## src/npsl_pkg.sv

```systemverilog
// Shared types, codes and helpers for the nearest preceding symbol lookup block.
`default_nettype none

package npsl_pkg;

  localparam int IN_TDATA_W  = 64;
  localparam int OUT_TDATA_W = 40;
  localparam int CFG_W       = 17;
  localparam int INDEX_W     = 10;
  localparam int VALUE_W     = 16;
  localparam int OVL_W       = 8;
  localparam int CLS_W       = 2;
  localparam int ENTRY_W     = CLS_W + OVL_W + VALUE_W;

  localparam logic [1:0] REQ_CLEAR  = 2'd0;
  localparam logic [1:0] REQ_APPEND = 2'd1;
  localparam logic [1:0] REQ_LOOKUP = 2'd2;

  localparam logic [1:0] STS_OK        = 2'd0;
  localparam logic [1:0] STS_NOT_FOUND = 2'd1;
  localparam logic [1:0] STS_FULL      = 2'd2;

  localparam logic [CLS_W-1:0] CLS_NONE = 2'd0;
  localparam logic [CLS_W-1:0] CLS_TEXT = 2'd1;
  localparam logic [CLS_W-1:0] CLS_DATA = 2'd2;

  localparam logic REG_TEXT_BASE  = 1'b0;
  localparam logic REG_MAX_OFFSET = 1'b1;

  localparam logic [CFG_W-1:0] MAX_OFFSET_RST = 17'd2048;
  localparam logic [CFG_W-1:0] DIFF_INIT      = 17'h1FFFF;

  typedef enum logic [1:0] {
    ST_IDLE,
    ST_SCAN,
    ST_DONE
  } state_t;

  typedef struct packed {
    logic load;
    logic issue;
    logic finish;
  } npsl_cmd_t;

  typedef struct packed {
    logic scan_end;
    logic out_free;
  } npsl_sts_t;

  function automatic logic [CLS_W-1:0] classify(input logic [7:0] flags);
    logic [CLS_W-1:0] cls;
    if (flags >= 8'o41 || (flags >= 8'd1 && flags <= 8'd4)) begin
      cls = (flags[2:0] == 3'o2) ? CLS_TEXT : CLS_DATA;
    end else begin
      cls = CLS_NONE;
    end
    return cls;
  endfunction

endpackage

`default_nettype wire

```

## src/npsl_ctrl.sv

```systemverilog
// Request sequencer: accept, scan and result hand-off.
`default_nettype none

module npsl_ctrl
  import npsl_pkg::*;
(
  input  wire logic       clk,
  input  wire logic       rst_n,
  input  wire logic       in_tvalid,
  input  wire logic [1:0] in_tuser,
  output logic            in_tready,
  input  wire npsl_sts_t  sts,
  output npsl_cmd_t       cmd
);

  state_t state_r, state_nxt;

  always_ff @(posedge clk) begin
    if (!rst_n) begin
      state_r <= ST_IDLE;
    end else begin
      state_r <= state_nxt;
    end
  end

  always_comb begin
    state_nxt = state_r;
    unique case (state_r)
      ST_IDLE: begin
        if (in_tvalid) begin
          state_nxt = (in_tuser == REQ_LOOKUP) ? ST_SCAN : ST_DONE;
        end
      end
      ST_SCAN: begin
        if (sts.scan_end) begin
          state_nxt = ST_DONE;
        end
      end
      ST_DONE: begin
        if (sts.out_free) begin
          state_nxt = ST_IDLE;
        end
      end
      default: state_nxt = ST_IDLE;
    endcase
  end

  always_comb begin
    in_tready  = 1'b0;
    cmd        = '0;
    unique case (state_r)
      ST_IDLE: begin
        in_tready = 1'b1;
        cmd.load  = in_tvalid;
      end
      ST_SCAN: cmd.issue = !sts.scan_end;
      ST_DONE: cmd.finish = sts.out_free;
      default: cmd = '0;
    endcase
  end

  a_issue_before_end: assert property (@(posedge clk) disable iff (!rst_n)
    cmd.issue |-> !sts.scan_end)
    else $error("read issued past the table end");

  a_done_holds: assert property (@(posedge clk) disable iff (!rst_n)
    (state_r == ST_DONE && !sts.out_free) |=> state_r == ST_DONE)
    else $error("result dropped while output busy");

  a_one_cmd: assert property (@(posedge clk) disable iff (!rst_n)
    $onehot0({cmd.load, cmd.issue, cmd.finish}))
    else $error("conflicting datapath commands");

endmodule

`default_nettype wire

```

## config.mk

```make
export PLATFORM = sky130hd
export DESIGN_NAME = npsl_ctrl
export DESIGN_NICKNAME = d
export VERILOG_FILES = /design/src/npsl_pkg.sv /design/src/npsl_ctrl.sv
export SDC_FILE = /design/constraint.sdc
export NUM_CORES = 1
export LEC_CHECK = 0
export ABC_AREA = 1
export BUFFER_PORTS_ARGS = -buffer_cell sky130_fd_sc_hd__buf_4
export CORE_AREA = 2 2 39 41
export DETAILED_ROUTE_END_ITERATION = 6
export DIE_AREA = 0 0 41 43
export SYNTH_ARGS = -nofsm -noshare
export SYNTH_HDL_FRONTEND = slang
export SYNTH_SLANG_ARGS = --single-unit
```

## constraint.sdc

```tcl
create_clock -name clk -period 2.4 [get_ports clk]
set_input_delay 0.72 -clock clk [delete_from_list [all_inputs] [get_ports clk]]
set_output_delay 0.72 -clock clk [all_outputs]
set_load 0.1 [all_outputs]
```

==> metrics, run 1 <==
Avg Inst Size Synth=5.605 µm²; Worst Setup Start Kind=input pin; Static Leak=0.1532 nW; Cell Chain, Critical Path=buf_4 -> nand3b_1 -> inv_1 -> buf_4; top cells by area, synth=dfxtp_1, inv_1, nand3_1; M1 wire length=149 µm; number of diodes=0; CTS tree=done; max cap viols=0; Synth Flop Type=dfxtp_1; Post-Syn Nets=32; # Post-CTS Setup Buffers=0; fraction of registers with async set or reset after synthesis=0%; CP arrival=1370 ps; Root Driver=clkbuf_4; Int Pwr=0.1320 mW; Netlist cell types=10; CTS buffer count=3; met3 routed WL=29 µm; Critical Path RT=1680 ps; share of the synthesized area in the top cell type=28.57%; Final Setup Violations=0; total gr overflow=0; slew margin rel.=81.61%; largest vdd supply drop=169.5 µV; area leader, netlist=dfxtp_1; DIE AREA=1763 µm²; RSZ-0062 raised after global routing=no; max incr delay on CP=280 ps; worst skew pair latency=220 ps; largest family of logic cells by synthesized area=simple AND/OR/NAND/NOR gates; drt initial violations=6; Largest regs=state_r: 2 flops; Nets=47; Max Used Layer=met3; final hold violation count=0; Synth Area in Adders=0%; Starting Density=10.13%; Max Fclk=479.4 MHz; Die Y=43 µm; register area share after synthesis=28.57%; I/O pin count=11; Synth Instances=25; DRT Pass-1 Iters=2; drc violations=0; layout cells sized above 1=42.11%; vias in the first global route=186; simple-gate share of the synthesized area=45.54%; Worst-path clk slew=30 ps; Core Util, Final=19.89%; via-per-instance ratio=3.444; switching power=0.1410 mW; die width=41 µm; Clk pwr share=27.0%; final worst slack=314.2 ps; Layout Area Growth over Synthesis=96.43%; R2R Setup Slk=1420 ps; met2 wire length=171 µm; EDFF count, synth=0; fin. max-slew vios=0; Worst-Margin Slew=278.1 ps; clock sinks=2; most flop-heavy register=state_r; combinational share of power=55.1%; register share of total power=17.9%; I/O Buffers=10; fin crit share=86.91%; switching share of power=51.65%; mux cell area share after synthesis=0%; Synth top cells by count=inv_1, nand2_1, nor2_1; dominant cell by count in the synthesized netlist=inv_1; H-tree depth=1; xor/xnor cell area share of the yosys netlist=0%; Pwr Density=991.7 nW/µm²; worst-path fanout max=3; most used cell, CP=buf_4; yosys warns=0; Antenna Nets Post-Route=0; Detailed Route WL=350 µm; CTS resizes=0; row count=14; Synth Area in Compound Gates=7.143%; Crit Path Category=in -> out; Cells after DPL=51; Setup WS pre-CTS=314.0 ps; initial antenna violation count=0; RD Place Congestion=0.5393; Global Route Usage Sum=5.511%; Yosys reg bits=2; core area=1384 µm²; Critical Path End Type=output port; clock skew=2.910 ps; max reg flops=2; via count=186; Hold Path Class=reg -> reg; Non-Filler Instances=54; largest net degree at the start of global routing=6; outcome=finished clean; Tmin final=2086 ps; post-synthesis cell area=140.1 µm²; Slowest-stage cell, CP=buf_4; Clock Path Buffers=2; first-pass GRT wire length=593 µm; dpl hpwl=290.1 µm; Setup TNS=0 ps; Post-CTS Hold Buffers=0; Routed WL per cell=6.481 µm
[cell type report]
type / instances / area, µm²
Multi-Input combinational cell: 16 / 91.34
Inverter: 7 / 26.28
Sequential cell: 2 / 40.04
Clock buffer: 3 / 22.52
Fill cell: 159 / 1109
Tap cell: 16 / 20.02
Timing Repair Buffer: 10 / 75.07
[cell families after synthesis]
logic type      count (synthesis)
compound gates                  2
buf+inv                         7
simple gates                   14
flops                           2
[per-layer routing]
metal / GRT usage [%] / vias up
li1: - / 103
met1: 5.112 / 77
met2: 7.500 / 6
met3: 3.141 / 0
met4: 6.000 / 0
met5: 0 / -
[critical path, delay by kind of cell]
kind,cells,cell delay (ps)
buffers and inverters,3,460
and+or+nand+nor,1,180
[power by group through the flow]
stage | logic [mW] | registers (mW) | clock network, mW
6_report | 0.150 | 0.0488 | 0.0737
5_1_grt | 0.161 | 0.0499 | 0.0858
3_5_place_dp | 0.151 | 0.0492 | 0
4_1_cts | 0.151 | 0.0488 | 0.0806
3_3_place_gp | 0.151 | 0.0495 | 0
2_1_floorplan | 0.122 | 0.0481 | 0
[cells in the final DEF, fill, tap and decap left out, drive strengths merged]
cell	netlist	final
nor3	1	1
nand2	4	4
clkbuf	0	3
inv	7	7
nor2	5	5
nand3	3	3
dfxtp	2	2
buf	0	10
nand3b	1	1
a21oi	1	1
o21ai	1	1
[stage by stage]
stage / cell area (µm²) / power, mW / hold slack, ps
6_report: 275.3 / 0.2730 / 560.4
2_1_floorplan: 157.7 / 0.1705 / 526.5
5_1_grt: 275.3 / 0.2971 / 606.3
3_3_place_gp: 252.7 / 0.2009 / 557.4
4_1_cts: 275.3 / 0.2807 / 565.5
3_5_place_dp: 252.7 / 0.2004 / 561.1
[path summary, 6_finish.rpt]
kind,from,end,depth (start not counted)
hold reg to reg,state_r[1],state_r[1],2
setup reg to reg,state_r[1],state_r[0],5
setup / recovery,sts[1],cmd[1],4
hold / removal,state_r[1],state_r[1],2
No activity file was read; power rests on OpenSTA's default activity.
==> run 2, diff against run 1 <==
--- a/config.mk
+++ b/config.mk
@@ -10,6 +10,7 @@
 export CORE_AREA = 2 2 39 41
 export DETAILED_ROUTE_END_ITERATION = 6
 export DIE_AREA = 0 0 41 43
+export RECOVER_POWER = 100
 export SYNTH_ARGS = -nofsm -noshare
 export SYNTH_HDL_FRONTEND = slang
 export SYNTH_SLANG_ARGS = --single-unit
==> run 2 against run 1 <==
Effect of this change:
- clock power hardly changed
- first-iteration DRC count stayed put
- largest power group unchanged
- critical path type unchanged
- final area shrank 2.7%
- via count is the same
- largest cell class unchanged
==> metrics, run 2 (same netlist as run 1, synthesis figures left out) <==
outcome=finished clean (unchanged); RD Place Congestion=0.5393 (unchanged); Nets=47 (unchanged); max reg flops=2 (unchanged); Worst Setup Start Kind=input pin (unchanged); die width=41 µm (unchanged); CP arrival=1420 ps (was 1370 ps); clock sinks=2 (unchanged); Final Setup Violations=0 (unchanged); Pwr Density=996.3 nW/µm² (was 991.7 nW/µm²); row count=14 (unchanged); final worst slack=262.4 ps (was 314.2 ps); total gr overflow=0 (unchanged); fin crit share=89.06% (was 86.91%); drc violations=0 (unchanged); DRT Pass-1 Iters=2 (unchanged); Cell Chain, Critical Path=clkbuf_4 -> inv_1 -> nor3_2 -> clkbuf_2 (was buf_4 -> nand3b_1 -> inv_1 -> buf_4); Layout Area Growth over Synthesis=91.07% (was 96.43%); Static Leak=0.1507 nW (was 0.1532 nW); Max Used Layer=met3 (unchanged); CTS buffer count=3 (unchanged); max cap viols=0 (unchanged); Routed WL per cell=6.481 µm (unchanged); Slowest-stage cell, CP=clkbuf_2 (was buf_4); drt initial violations=6 (unchanged); Largest regs=state_r: 2 flops (unchanged); first-pass GRT wire length=593 µm (unchanged); CP bufs+invs=3 (unchanged); Pwr Total=0.2668 mW (was 0.2730 mW); worst skew pair latency=220 ps (about the same); RSZ-0062 raised after global routing=no (unchanged); family with the most delay on the worst path=buffers and inverters (unchanged); Global Route Usage Sum=5.511% (unchanged); number of diodes=0 (unchanged); most flop-heavy register=state_r (unchanged); vias in the first global route=186 (unchanged); via-per-instance ratio=3.444 (unchanged); Hold Path Class=reg -> reg (unchanged); worst-path fanout max=2 (was 3); Max Fclk=467.8 MHz (was 479.4 MHz); CTS tree=done (unchanged); register share of total power=18.3% (was 17.9%); switching share of power=52.80% (was 51.65%); Antenna Nets Post-Route=0 (unchanged); Cells after DPL=51 (unchanged); Root Driver=clkbuf_4 (unchanged); Crit Path Category=in -> out (unchanged); DIE AREA=1763 µm² (unchanged); layout cells sized above 1=42.11% (unchanged); Clock Path Buffers=2 (unchanged); Critical Path RT=1680 ps (about the same); Detailed Route WL=350 µm (unchanged); core area=1384 µm² (unchanged); R2R Setup Slk=1420 ps (about the same); fillers=161 (was 159); Non-Filler Instances=54 (unchanged); Tmin final=2138 ps (was 2086 ps); switching power=0.1408 mW (was 0.1410 mW); H-tree depth=1 (unchanged); most frequent cells in the layout=inv_1, clkbuf_4, buf_4, nand2_1 (was buf_4, inv_1, nand2_1); Worst-Margin Slew=539.1 ps (was 278.1 ps); dpl hpwl=290.1 µm (unchanged); Setup WS pre-CTS=314.0 ps (unchanged); largest vdd supply drop=165.4 µV (was 169.5 µV); CTS resizes=0 (unchanged); Post-CTS Hold Buffers=0 (unchanged); clock skew=2.910 ps (unchanged); largest net degree at the start of global routing=6 (unchanged); slew margin rel.=64.21% (was 81.61%); max incr delay on CP=470 ps (was 280 ps); Critical Path End Type=output port (unchanged); # Post-CTS Setup Buffers=0 (unchanged); via count=186 (unchanged); combinational share of power=54.1% (was 55.1%); most common cell after layout, fill and taps aside=inv_1 (was buf_4); Int Pwr=0.1259 mW (was 0.1320 mW); fin. max-slew vios=0 (unchanged); Worst-path clk slew=30 ps (about the same); met3 routed WL=29 µm (unchanged); initial antenna violation count=0 (unchanged); final hold violation count=0 (unchanged); M1 wire length=151 µm (was 149 µm); Clk pwr share=27.6% (was 27.0%); met2 wire length=170 µm (was 171 µm); I/O pin count=11 (unchanged); Die Y=43 µm (unchanged); I/O Buffers=10 (unchanged); Starting Density=10.13% (unchanged)
-- run 2: cell type report --
type                    count  area (µm²)  area share, %
repair buffers             10       67.56          25.23
clock buffers               3       22.52          8.411
multi-input cells          16       91.34          34.11
flip-flops and latches      2       40.04          14.95
well taps                  16       20.02          7.477
inverters                   7       26.28          9.813
-- run 2: per-stage QoR --
step | hold slack, ps | util [%] | instance area (µm²) | TNS (ps)
2_1_floorplan | 526.5 | - | 157.7 | -236.0
3_3_place_gp | 557.4 | 18.26 | 252.7 | 0
3_5_place_dp | 561.1 | 18.26 | 252.7 | 0
4_1_cts | 565.5 | 19.89 | 275.3 | 0
5_1_grt | 606.3 | 19.35 | 267.8 | 0
6_report | 560.4 | 19.35 | 267.8 | 0
-- run 2: worst register-to-register path, stage by stage (launching register included) --
cell and delay (ps):
dfxtp_1 380, inv_1 100, nand3b_1 130, nand3_1 100, nor2_1 110, nor2_1 50
-- run 2: final timing paths --
path	cells after the start	endpoint	startpoint
hold reg to reg	2	state_r[1]	state_r[1]
hold / removal	2	state_r[1]	state_r[1]
setup reg to reg	5	state_r[0]	state_r[1]
setup / recovery	4	cmd[0]	sts[0]
-- run 2: power by group through the flow --
stage          clock (mW)  sequential [mW]  combinational, mW
2_1_floorplan           0           0.0481              0.122
3_3_place_gp            0           0.0495              0.151
3_5_place_dp            0           0.0492              0.151
4_1_cts            0.0806           0.0488              0.151
5_1_grt            0.0858           0.0499              0.155
6_report           0.0737           0.0488              0.144
-- run 2: routing by layer --
layer	vias up	track usage, %
met4	0	6.000
met3	0	3.141
met2	6	7.500
met5	-	0
li1	103	-
met1	77	5.112
